--- config.mk ---
export PLATFORM = sky130hd
export DESIGN_NAME = base_n_digit_string_parser
export DESIGN_NICKNAME = d
export VERILOG_FILES = /design/src/rtl/bndsp_pkg.sv /design/src/rtl/base_n_digit_string_parser.sv
export VERILOG_INCLUDE_DIRS = /design/src /design/src/rtl
export SDC_FILE = /design/constraint.sdc
export NUM_CORES = 1
export LEC_CHECK = 0
export ABC_CLOCK_PERIOD_IN_PS = 9500
export BUFFER_PORTS_ARGS = -buffer_cell sky130_fd_sc_hd__buf_2
export CAP_MARGIN = 15
export CORE_ASPECT_RATIO = 2
export CORE_MARGIN = 8
export CORE_UTILIZATION = 60
export CTS_BUF_LIST = sky130_fd_sc_hd__clkbuf_2 sky130_fd_sc_hd__clkbuf_4 sky130_fd_sc_hd__clkbuf_8
export DETAILED_ROUTE_END_ITERATION = 10
export HOLD_SLACK_MARGIN = 0.03
export MAX_ROUTING_LAYER = met4
export PLACE_DENSITY = 0.78
export SLEW_MARGIN = 20
export SYNTH_ARGS = -nofsm -noshare
export SYNTH_HDL_FRONTEND = slang
export SYNTH_SLANG_ARGS = --single-unit
--- constraint.sdc ---
create_clock -name clk -period 9.5 [get_ports clk]
set_input_delay 1.425 -clock clk [delete_from_list [all_inputs] [get_ports clk]]
set_output_delay 1.425 -clock clk [all_outputs]
set_load 0.02 [all_outputs]
--- src/rtl/base_n_digit_string_parser_defines.svh ---
// Assertion macros for the base-N digit string parser.
// Needs clk and arst_n in the scope that uses them.
`ifndef BASE_N_DIGIT_STRING_PARSER_DEFINES_SVH
`define BASE_N_DIGIT_STRING_PARSER_DEFINES_SVH

// Condition holds at every edge out of reset.
`define BNDSP_ASSERT(lbl, cond, msg) \
	lbl: assert property (@(posedge clk) disable iff (!arst_n) (cond)) else $error(msg);

// Antecedent at one edge implies consequent at the next.
`define BNDSP_ASSERT_NEXT(lbl, ante, cons, msg) \
	lbl: assert property (@(posedge clk) disable iff (!arst_n) (ante) |=> (cons)) \
		else $error(msg);

`endif

--- src/rtl/bndsp_pkg.sv ---
// Package for the base-N digit string parser: status codes, character
// constants and the digit decode function. No dependencies.
`default_nettype none

package bndsp_pkg;

	localparam int VALUE_W = 64;
	localparam int RADIX_W = 7;
	localparam int WEIGHT_W = 6;

	typedef enum logic [1:0] {
		ST_OK       = 2'd0,
		ST_ERROR    = 2'd1,
		ST_OVERFLOW = 2'd2
	} status_t;

	localparam logic [RADIX_W-1:0] RADIX_RESET = 7'd10;
	localparam logic [RADIX_W-1:0] RADIX_MIN   = 7'd2;
	localparam logic [RADIX_W-1:0] RADIX_MAX   = 7'd64;
	localparam logic [RADIX_W-1:0] RADIX_ALPHA = 7'd36;
	localparam logic [RADIX_W-1:0] RADIX_FOLD  = 7'd38;

	localparam logic [7:0] CH_NINE    = 8'h39;
	localparam logic [7:0] CH_UPPER_A = 8'h41;
	localparam logic [7:0] CH_UPPER_Z = 8'h5A;
	localparam logic [7:0] CH_LOWER_A = 8'h61;
	localparam logic [7:0] CH_DOT     = 8'h2E;
	localparam logic [7:0] CH_ZERO    = 8'h30;

	// distance from a letter to the slot after the previous group
	localparam logic [7:0] OFF_UPPER      = CH_UPPER_A - CH_NINE - 8'd1;
	localparam logic [7:0] OFF_LOWER_FOLD = CH_LOWER_A - CH_NINE - 8'd1;
	localparam logic [7:0] OFF_LOWER_CASE = (CH_LOWER_A - CH_UPPER_Z - 8'd1) + OFF_UPPER;

	typedef struct packed {
		logic                ok;
		logic [WEIGHT_W-1:0] weight;
	} digit_t;

	function automatic digit_t digit_of(logic [7:0] c, logic [RADIX_W-1:0] b);
		digit_t     r;
		logic [7:0] off;
		logic [7:0] v;
		logic       cls_ok;
		cls_ok = 1'b1;
		off = 8'd0;
		priority if (c >= CH_LOWER_A) begin
			off = (b <= RADIX_FOLD) ? OFF_LOWER_FOLD : OFF_LOWER_CASE;
		end else if (c > CH_UPPER_Z) begin
			cls_ok = 1'b0;
		end else if (c >= CH_UPPER_A) begin
			off = OFF_UPPER;
		end else if (c > CH_NINE) begin
			cls_ok = 1'b0;
		end else begin
			off = 8'd0;
		end
		off = off + ((b > RADIX_ALPHA) ? CH_DOT : CH_ZERO);
		v = c - off;
		r.ok = cls_ok && (c >= off) && (v < {1'b0, b});
		r.weight = v[WEIGHT_W-1:0];
		return r;
	endfunction

endpackage

`default_nettype wire

--- src/rtl/base_n_digit_string_parser.sv ---
// Base-N digit string parser: one character per item into a 64-bit value.
// Uses bndsp_pkg and base_n_digit_string_parser_defines.svh.
//
//   channel | direction | handshake              | payload
//   in      | input     | in_valid / in_stall    | ch[7:0], last
//   out     | output    | out_valid / out_stall  | value[63:0], status[1:0]
//   cfg     | input     | radix_we               | radix[6:0]
//
// One item per cycle while in_stall is low; the result of a last item passes
// the input register, then the result register, before out_valid rises.
// The 64x7 multiply-add on the accumulator sits between the two registers.
// in_stall rises only while a last item waits on a held result.
// arst_n clears valids, accumulator, fault and sets radix to 10.
`default_nettype none

module base_n_digit_string_parser (
	input  wire logic        clk,
	input  wire logic        arst_n,
	input  wire logic        radix_we,
	input  wire logic [6:0]  radix,
	input  wire logic        in_valid,
	output logic             in_stall,
	input  wire logic [7:0]  ch,
	input  wire logic        last,
	output logic             out_valid,
	input  wire logic        out_stall,
	output logic [63:0]      value,
	output logic [1:0]       status
);

	localparam int PROD_W = bndsp_pkg::VALUE_W + bndsp_pkg::RADIX_W;

	logic [bndsp_pkg::RADIX_W-1:0] radix_q;
	logic [bndsp_pkg::VALUE_W-1:0] acc_q;
	bndsp_pkg::status_t            fault_q;

	logic       v_s1;
	logic [7:0] ch_s1;
	logic       last_s1;

	logic                          out_valid_q;
	logic [bndsp_pkg::VALUE_W-1:0] value_s2;
	bndsp_pkg::status_t            status_s2;

	logic                          consume;
	logic                          accept;
	logic                          radix_ok;
	bndsp_pkg::digit_t             dig;
	logic [PROD_W-1:0]             prod;
	logic [bndsp_pkg::VALUE_W:0]   sum;
	logic                          mul_ovf;
	logic                          add_ovf;
	bndsp_pkg::status_t            fault_new;
	logic [bndsp_pkg::VALUE_W-1:0] acc_new;

	assign consume  = v_s1 && !(last_s1 && out_valid_q && out_stall);
	assign in_stall = v_s1 && !consume;
	assign accept   = in_valid && !in_stall;

	assign radix_ok = (radix_q >= bndsp_pkg::RADIX_MIN) && (radix_q <= bndsp_pkg::RADIX_MAX);
	assign dig      = bndsp_pkg::digit_of(ch_s1, radix_q);
	assign prod     = PROD_W'(acc_q) * PROD_W'(radix_q);
	assign mul_ovf  = |prod[PROD_W-1:bndsp_pkg::VALUE_W];
	assign sum      = {1'b0, prod[bndsp_pkg::VALUE_W-1:0]}
	                + (bndsp_pkg::VALUE_W+1)'(dig.weight);
	assign add_ovf  = sum[bndsp_pkg::VALUE_W];

	always_comb begin
		fault_new = fault_q;
		acc_new = acc_q;
		if (fault_q == bndsp_pkg::ST_OK) begin
			priority if (!radix_ok || !dig.ok) begin
				fault_new = bndsp_pkg::ST_ERROR;
			end else if (mul_ovf || add_ovf) begin
				fault_new = bndsp_pkg::ST_OVERFLOW;
			end else begin
				acc_new = sum[bndsp_pkg::VALUE_W-1:0];
			end
		end
	end

	always_ff @(posedge clk or negedge arst_n) begin
		if (!arst_n) begin
			radix_q <= bndsp_pkg::RADIX_RESET;
		end else if (radix_we) begin
			radix_q <= radix;
		end
	end

	always_ff @(posedge clk or negedge arst_n) begin
		if (!arst_n) begin
			v_s1 <= 1'b0;
		end else if (accept) begin
			v_s1 <= 1'b1;
		end else if (consume) begin
			v_s1 <= 1'b0;
		end
	end

	always_ff @(posedge clk) begin
		if (accept) begin
			ch_s1 <= ch;
			last_s1 <= last;
		end
	end

	always_ff @(posedge clk or negedge arst_n) begin
		if (!arst_n) begin
			acc_q <= '0;
			fault_q <= bndsp_pkg::ST_OK;
		end else if (consume) begin
			if (last_s1) begin
				acc_q <= '0;
				fault_q <= bndsp_pkg::ST_OK;
			end else begin
				acc_q <= acc_new;
				fault_q <= fault_new;
			end
		end
	end

	always_ff @(posedge clk or negedge arst_n) begin
		if (!arst_n) begin
			out_valid_q <= 1'b0;
		end else if (consume && last_s1) begin
			out_valid_q <= 1'b1;
		end else if (!out_stall) begin
			out_valid_q <= 1'b0;
		end
	end

	always_ff @(posedge clk) begin
		if (consume && last_s1) begin
			value_s2 <= (fault_new == bndsp_pkg::ST_OK) ? acc_new : '0;
			status_s2 <= fault_new;
		end
	end

	assign out_valid = out_valid_q;
	assign value     = value_s2;
	assign status    = status_s2;

`include "base_n_digit_string_parser_defines.svh"

	`BNDSP_ASSERT(a_fault_zero_value, !out_valid_q || status_s2 == bndsp_pkg::ST_OK || value_s2 == '0, "faulted result carries nonzero value")
	`BNDSP_ASSERT(a_stall_only_on_held_last, !in_stall || (v_s1 && last_s1 && out_valid_q && out_stall), "input stalled without a blocked last item")
	`BNDSP_ASSERT_NEXT(a_fault_sticky, consume && !last_s1 && fault_q != bndsp_pkg::ST_OK, $stable(fault_q) && $stable(acc_q), "sticky fault or accumulator changed")
	`BNDSP_ASSERT_NEXT(a_last_clears, consume && last_s1, out_valid_q && acc_q == '0 && fault_q == bndsp_pkg::ST_OK, "last item did not emit and clear")

endmodule

`default_nettype wire

=== Word-level counts from Yosys, hierarchy flattened ===
Index checks and enable logic that the tools add are counted.
W data, S select, Z words.

* Flip-flop bits (word level): 150
* Input bits: 21
* Output and inout port bits: 68
* Word-level logic and storage cells: 65

* $add $sub $neg: 3
* Multipliers: 1
* $lt $le $gt $ge: 10
* Eq/ne operators: 1
* Muxes and demuxes: 21
* Reduce and logical (&&, ||, !) cells: 20

{| class="wikitable"
|+ Operators with widths
! operator !! number
|-
| $mux W64 || 4
|-
| $mul A64 B7 Y71 || 1
|-
| $add A64 B6 Y65 || 1
|-
| $ge A8 B7 Y1 const B || 2
|-
| $mux W8 || 2
|-
| $logic_and A1 B1 Y1 || 9
|-
| $add A8 B6 Y8 || 1
|-
| $ge A8 B8 Y1 || 1
|-
| $gt A8 B6 Y1 const B || 1
|-
| $gt A8 B7 Y1 const B || 1
|-
| $lt A8 B7 Y1 || 1
|-
| $mux W1 || 8
|-
| $mux W2 || 4
|-
| $sub A8 B8 Y8 || 1
|-
| $ge A7 B2 Y1 const B || 1
|-
| $gt A7 B6 Y1 const B || 1
|-
| $le A7 B6 Y1 const B || 1
|-
| $le A7 B7 Y1 const B || 1
|-
| $reduce_or A7 Y1 || 1
|-
| $mux W6 || 1
|-
| $logic_not A1 Y1 || 5
|-
| $mux W5 || 1
|-
| $logic_not A2 Y1 || 2
|-
| $mux W3 || 1
|-
| other kinds (3) || 4
|}

=== Logic depth before layout (Yosys ltp) ===
Gate-level depths: netlist (run 1).

* Depth in word-level cells: 13
* Depth in mapped cells: 28
* Mapped depth without buffers: 27

=== Least setup slack after synthesis (run 1) ===
Ideal clock, no wire load.

* Path kind: register to register
* Start: register radix_q[6] (netlist name)
* End: register value_s2 (netlist bit value[46]), data pin
* Library setup time: 258 ps
* Arrival: 6784 ps
* Required time: 9242 ps
* Slack: 2459 ps
* Cell stages (with the launch flop): 25
* Buffers on the path: 5
* Clock period less this slack: 7041 ps
* Cell sequence: dfrtp_1 clkbuf_1 clkbuf_1 nand2_1 fa_1 fa_1 inv_1 fa_1 inv_1 fa_1 inv_1 ha_1 buf_2 a21oi_2 o21ai_1 a211o_1 a221oi_1 xnor2_1 o311ai_0 or4b_1 or3_1 o31ai_4 buf_4 buf_2 nor2_1

* Longest elaborated chain between the ends: 12
* Elaborated cells on any way between the ends: 28
* Classes of those cells: 3 x add/sub; 1 x mul; 6 x order compare; 9 x mux; 9 x reduce/logical

{| class="wikitable"
|+ Ends and longest elaborated chain
! element !! RTL line !! text
|-
| start: declaration || base_n_digit_string_parser.sv:33 || <nowiki>logic [bndsp_pkg::RADIX_W-1:0] radix_q;</nowiki>
|-
| start signal: assignment || base_n_digit_string_parser.sv:84 || <nowiki>radix_q <= bndsp_pkg::RADIX_RESET;</nowiki>
|-
| start signal: assignment || base_n_digit_string_parser.sv:86 || <nowiki>radix_q <= radix;</nowiki>
|-
| parallel branches: the longest is 12 deep, another holds $mul A64 B7 Y71 || n/a ||
|-
| end signal: assignment || base_n_digit_string_parser.sv:134 || <nowiki>value_s2 <= (fault_new == bndsp_pkg::ST_OK) ? acc_new : '0;</nowiki>
|-
| end: declaration || base_n_digit_string_parser.sv:42 || <nowiki>logic [bndsp_pkg::VALUE_W-1:0] value_s2;</nowiki>
|}

Parallel ways; which one is timed is not known.
A chain may end at the register's enable or synchronous reset.

=== Worst setup path in the final report (run 1) ===
* Start: register radix_q[4] (netlist name)
* End: register acc_q[29] (netlist name)

* Longest elaborated chain between the ends: 12
* Elaborated cells on any way between the ends: 25
* Classes of those cells: 3 x add/sub; 1 x mul; 6 x order compare; 7 x mux; 8 x reduce/logical

{| class="wikitable"
|+ Ends and longest elaborated chain
! element !! RTL line !! text
|-
| parallel branches: the longest is 9 deep, another holds $mul A64 B7 Y71 || n/a ||
|-
| $mux W64 (*) || base_n_digit_string_parser.sv:72 || <nowiki>priority if (!radix_ok || !dig.ok) begin</nowiki>
|-
| $mux W64 (*) || base_n_digit_string_parser.sv:71 || <nowiki>if (fault_q == bndsp_pkg::ST_OK) begin</nowiki>
|-
| $mux W64 (*) || base_n_digit_string_parser.sv:112 || <nowiki>if (last_s1) begin</nowiki>
|-
| end signal: assignment || base_n_digit_string_parser.sv:116 || <nowiki>acc_q <= acc_new;</nowiki>
|-
| end: declaration || base_n_digit_string_parser.sv:34 || <nowiki>logic [bndsp_pkg::VALUE_W-1:0] acc_q;</nowiki>
|}

Every way passes the cells marked *.

==> results of run 1 <==
==> cells in the mapped netlist (14+ instances only) <==
master    count  area share
a211o_1      19      0.0070
a211oi_1     15      0.0047
a21o_1       35       0.011
a21oi_1     122       0.026
a31oi_1      29      0.0076
and2_1      293       0.077
and3_1       31      0.0082
and4_1       16      0.0059
buf_2        22      0.0046
clkbuf_1    107       0.017
dfrtp_1      73       0.077
edfxtp_1     75       0.095
fa_1        312        0.26
ha_1        111       0.058
inv_1       330       0.052
nand2_1     284       0.045
nand3_1      41      0.0086
nand4_1      57       0.015
nor2_1      282       0.045
nor2b_1      22      0.0058
nor3_1       51       0.011
nor4_1       14      0.0037
o21ai_0      94       0.020
o21ai_1      21      0.0044
o311ai_0     15      0.0055
or3_1        33      0.0087
xnor2_1      62       0.023
xor2_1       46       0.017
==> where the power goes <==
part           leakage (nW)  internal, mW  switching [mW]
Combinational          9.84          2.15            4.57
Sequential             1.72         0.815           0.281
Clock                 0.207         0.223           0.323
==> layer usage <==
layer	GRT usage	up-vias	wire [um]
met3	0.0726	600	6960
met5	-	-	0
li1	-	9352	-
met1	0.400	10800	28300
met4	0.435	0	11600
met2	0.718	1404	48000
==> layout make-up <==
class	instances	area, sq um	share of cell area
diodes	3	7.51	0.000300
flip-flops and latches	150	4130	0.165
inverters	335	1260	0.0502
clock buffers	18	241	0.00965
repair buffers	130	771	0.0308
multi-input cells	2185	17800	0.711
clock inverters	14	163	0.00650
well taps	525	657	0.0262
==> registers in the layout, indices dropped and copies added (netlist names) <==
signal	cells
acc_q	64
ch_s1	8
fault_q	2
last_s1	1
out_valid	1
radix_q	7
status	2
v_s1	1
value	64
==> metrics by stage <==
step	instance area, sq um	util	setup WS (ns)	hold slack (ns)
2_1_floorplan	23800	-	2.46	0.479
3_3_place_gp	24600	0.626	0.771	0.490
3_5_place_dp	24600	0.626	0.598	0.497
4_1_cts	25000	0.636	0.588	0.522
5_1_grt	25000	0.637	0.0194	0.571
6_report	25000	0.637	0.319	0.523
==> worst min path at each step <==
stage / startpoint / slack (ns) / cells past startpoint / endpoint
3_5_place_dp: acc_q[40]$_DFFE_PN0P_ / 0.50 / 2 / acc_q[40]$_DFFE_PN0P_
6_report: acc_q[40]$_DFFE_PN0P_ / 0.52 / 2 / acc_q[40]$_DFFE_PN0P_
3_3_place_gp: acc_q[40]$_DFFE_PN0P_ / 0.49 / 2 / acc_q[40]$_DFFE_PN0P_
2_1_floorplan: acc_q[17]$_DFFE_PN0P_ / 0.48 / 2 / acc_q[17]$_DFFE_PN0P_
4_1_cts: acc_q[40]$_DFFE_PN0P_ / 0.52 / 2 / acc_q[40]$_DFFE_PN0P_
5_1_grt: acc_q[16]$_DFFE_PN0P_ / 0.57 / 2 / acc_q[16]$_DFFE_PN0P_
==> cell families (layout without fill, tap and decap cells) <==
logic type,Yosys count,count (layout),synth area share
and+or+nand+nor,1163,1163,0.248
AOI/OAI and AO/OA,478,478,0.134
buffers and inverters,476,497,0.0778
adders and majority gates,423,423,0.321
DFF,150,150,0.174
xor gates and xnor gates,109,109,0.0405
muxes,12,12,0.00511
other,0,3,0
==> critical path, cell delays in order (launching register included) <==
cell,delay (ns)
dfrtp_1,0.37
clkinv_1,0.50
buf_4,0.40
nor2_1,0.14
fa_1,0.47
fa_1,0.53
fa_1,0.56
inv_1,0.06
fa_1,0.53
inv_1,0.05
ha_1,0.47
a21oi_1,0.67
o21ai_0,0.33
a21oi_1,0.45
a21oi_1,0.11
or3_1,0.36
a31oi_1,0.63
xnor2_1,0.29
nand4_1,0.30
or3_1,0.50
o31ai_4,0.28
buf_4,0.58
nor3_1,0.14
a211o_1,0.31
==> out/qor.yml, run 1 <==
antenna_found_initial: 3
ioPinCount: 89
timing.rr.start: "radix_q[4]$_DFFE_PN0P_"
post_cts_buffers: 0
most-common-layout-cells: "inv_1, fa_1, and2_1"
place_congestion: 1.14
yosysSeqAreaShare: 0.174
row_count: 103
max-vdd-ir-drop_mv: 0.285
cts_tree: "built"
cts-resized-gates: 0
slew_headroom: 0.175
vias: 22200
grt_pass1_vias: 23700
drive_gt1_frac: 0.0703
clockBufferDepth: 2
wl_per_cell_um: 28.2
drt_iter0_drc: 1732
numCtsBuffers: 17
gr-usage-all-layers: 0.431
start_kind: "flop"
syn_inst: 2811
crit_path_end: "acc_q[29]$_DFFE_PN0P_"
cp.arrival_ns: 9.59
end_kind: "flop"
dieArea_sq_um: 46600
area_growth_pct: 5.34
ant_nets: 0
critPathLaunch: "radix_q[4]$_DFFE_PN0P_"
core_area_sq_um: 39300
cp_max_fo: 41
p_total_mw: 8.36
die_h_um: 297
gr-total-overflow: 0
grt_max_degree: 67
ys.flop_type: "edfxtp_1"
clk_pin_slew_worst_paths_ns: 0.12
syn-num-nets: 3255
grt_pass1_wl_um: 143000
htree_levels: 4
port_buffers: 88
regToRegSetupSlack_ns: 0.32
final-setup-viol-count: 0
avgSynthCellArea_sq_um: 8.45
fin_crit_ns: 9.18
clk-insertion-delay-late_ns: 0.53
cts.sink_count: 150
synthArstFlopShare: 0.500
maxCapViolCount: 0
crit_type: "flop to flop"
min_path_type: "flop to flop"
layout_commonest_cell: "inv_1"
dp.cells: 3325
wirelength_um: 94800
leakage_nw: 11.8
rsz0062_at_grt: "false"
timing.rr.end: "acc_q[29]$_DFFE_PN0P_"
cts_root_buf: "clkbuf_8"
status: "finished, final reports clean"
postCtsHoldBufs: 0
start_util: 0.605
dp_hpwl_um: 74100
fin_worst_skew_ns: 0.0259
synth_cell_types: 93
nets: 3263
tns_ns: 0
dr.pass1.iters: 8
maxSlewViolCount: 0
drc: 0
ys_warn_count: 0
synth_edf_count: 75
power_density_nw_per_um2: 334
fin_cells: 3360
finalHoldViolations: 0
required_ns: 9.91
rr_worst_depth: 23
avgViaCountPerCell: 6.61
fillCellCount: 3399
die_w_um: 157
finalCritPeriodShare: 0.966
synth_area_sq_um: 23800
ys_seq_elements: 150
fmax_ghz: 0.109
tightest_slew_ns: 1.23
(Power assumes the default switching activity.)
==> inputs of run 2 (changes only) <==
ABC_CLOCK_PERIOD_IN_PS = 11000   (was 9500)
clock period = 11 ns   (was 9.5 ns; I/O delays follow)
==> run 2 against run 1 <==
Final cell count down 0.33%. Hold slack better by 0.021 ns. Flip-flop and latch count is the same. Critical path depth decreased by 2. Register-to-register slack gained 0.37 ns. Highest routed layer unchanged. Via count rose by 3.4%. Power shrank 12%. Clock power decreased by 8.2%. Routed wire length is 8.2% higher. Combinational power fell by 12%. Final area decreased by 0.18%.
==> out/qor.yml, run 2 (synthesis results as in run 1) <==
timing.rr.start: "radix_q[6]$_DFFE_PN0P_"
drt_iter0_drc: 2364
rsz0062_at_grt: "false"
dr.pass1.iters: 6
clk_pin_slew_worst_paths_ns: 0.11
cts.sink_count: 150
final_util: 0.636
layout_commonest_cell: "inv_1"
maxCapViolCount: 0
fin_crit_ns: 10.31
vias: 22900
cpPeakStageDelay_ns: 1.02
clockBufferDepth: 2
area_growth_pct: 5.15
gr-total-overflow: 0
row_count: 103
most-common-layout-cells: "inv_1, fa_1, and2_1"
avgViaCountPerCell: 6.85
rr_worst_depth: 21
gr-usage-all-layers: 0.463
regToRegSetupSlack_ns: 0.69
max-vdd-ir-drop_mv: 0.369
crit_type: "flop to flop"
grt_max_degree: 70
wl_per_cell_um: 30.7
min_path_type: "flop to flop"
antenna_found_initial: 4
whs_path_depth: 2
maxSlewViolCount: 0
crit_slowest_cell: "clkinv_1"
cp.depth: 21
seq_area_sq_um: 4130
tightest_slew_ns: 1.19
place_congestion: 1.08
ioPinCount: 89
status: "finished, final reports clean"
core_area_sq_um: 39300
timing.rr.end: "value[34]$_SDFFCE_PP0P_"
drive_gt1_frac: 0.0660
finalHoldViolations: 0
fillCellCount: 3093
cts-resized-gates: 0
finalCritPeriodShare: 0.937
tns_ns: 0
start_kind: "flop"
crit_chain: "buf_4, clkinv_1, nor2_1, fa_1, fa_1, fa_1, inv_1, fa_1, inv_1, ha_1, a21oi_1, o21ai_0, a221oi_1, and2_1, o41ai_2, o311ai_0, nor2_1, nor4_1, and3_1, nand2_1, nor2_1"
clk-insertion-delay-late_ns: 0.56
cp_num_buf_inv: 4
worst_hold_slack_ns: 0.544
dp_hpwl_um: 79700
dieArea_sq_um: 46600
nets: 3248
start_util: 0.605
die_w_um: 157
die_h_um: 297
cp_max_fo: 53
required_ns: 11.36
multi_input_area_sq_um: 17800
grt_pass1_wl_um: 152000
ant_nets: 0
min_from: "acc_q[26]$_DFFE_PN0P_"
crit_family: "simple AND/OR/NAND/NOR gates"
fmax_ghz: 0.0970
post_cts_buffers: 0
drc: 0
cts_root_buf: "clkbuf_8"
end_kind: "flop"
whs_endpoint: "acc_q[26]$_DFFE_PN0P_"
leakage_nw: 11.7
htree_levels: 4
port_buffers: 88
grt_pass1_vias: 24900
cts_tree: "built"
power_density_nw_per_um2: 295
fin_worst_skew_ns: 0.0289
wirelength_um: 103000
postCtsHoldBufs: 0
crit_top_cell: "fa_1"
slew_headroom: 0.203
cp.arrival_ns: 10.67
numCtsBuffers: 17
final-setup-viol-count: 0
==> run 2: routing by layer <==
| metal | vias up | global-route usage | part of all wire |
|---|---|---|---|
| met5 | - | - | 0 |
| met4 | 0 | 0.521 | 0.14 |
| met3 | 874 | 0.0930 | 0.083 |
| met2 | 1795 | 0.762 | 0.50 |
| met1 | 10900 | 0.407 | 0.28 |
| li1 | 9333 | - | - |
==> run 2: report_power, final <==
group | total, mW | leakage [nW] | internal (mW) | switching (mW)
Sequential | 0.943 | 1.72 | 0.704 | 0.240
Combinational | 5.92 | 9.78 | 1.84 | 4.08
Clock | 0.501 | 0.212 | 0.199 | 0.301
Total | 7.37 | 11.7 | 2.75 | 4.62
==> run 2: worst reg2reg max path, delay by kind of cell, from the launching register on <==
family	cells	cell delay, ns
buffers and inverters	4	1.74
flip-flops	1	0.34
adder cells (fa/ha/maj)	5	2.58
AO/OA/AOI/OAI	5	2.47
AND/OR/NAND/NOR	7	3.00
==> run 2: cell type report <==
cell class              instances  share of cell area
diodes                          7            0.000701
clock buffers                  18             0.00991
clock inverters                14             0.00721
inverters                     335              0.0503
multi-input cells            2185               0.713
flip-flops and latches        150               0.165
well taps                     525              0.0263
repair buffers                115              0.0273
==> run 2: how the worst max path moves through the flow <==
stage / endpoint / from
3_5_place_dp: value[38]$_SDFFCE_PP0P_ / radix_q[6]$_DFFE_PN0P_
5_1_grt: value[34]$_SDFFCE_PP0P_ / radix_q[6]$_DFFE_PN0P_
4_1_cts: value[37]$_SDFFCE_PP0P_ / radix_q[6]$_DFFE_PN0P_
2_1_floorplan: value[46]$_SDFFCE_PP0P_ / radix_q[6]$_DFFE_PN0P_
6_report: value[34]$_SDFFCE_PP0P_ / radix_q[6]$_DFFE_PN0P_
3_3_place_gp: value[38]$_SDFFCE_PP0P_ / radix_q[6]$_DFFE_PN0P_
==> run 2: stage by stage <==
stage | worst slack, ns | power [mW] | cell area, sq um | std cells
after CTS | 1.33 | 7.10 | 24900 | 3341
after global routing | 0.682 | 7.77 | 25000 | 3346
final | 0.693 | 7.37 | 25000 | 3349
after global placement | 1.54 | 6.41 | 24500 | 3309
after detailed placement | 1.31 | 6.58 | 24500 | 3309
after floorplan | 3.96 | 4.62 | 23800 | 2811
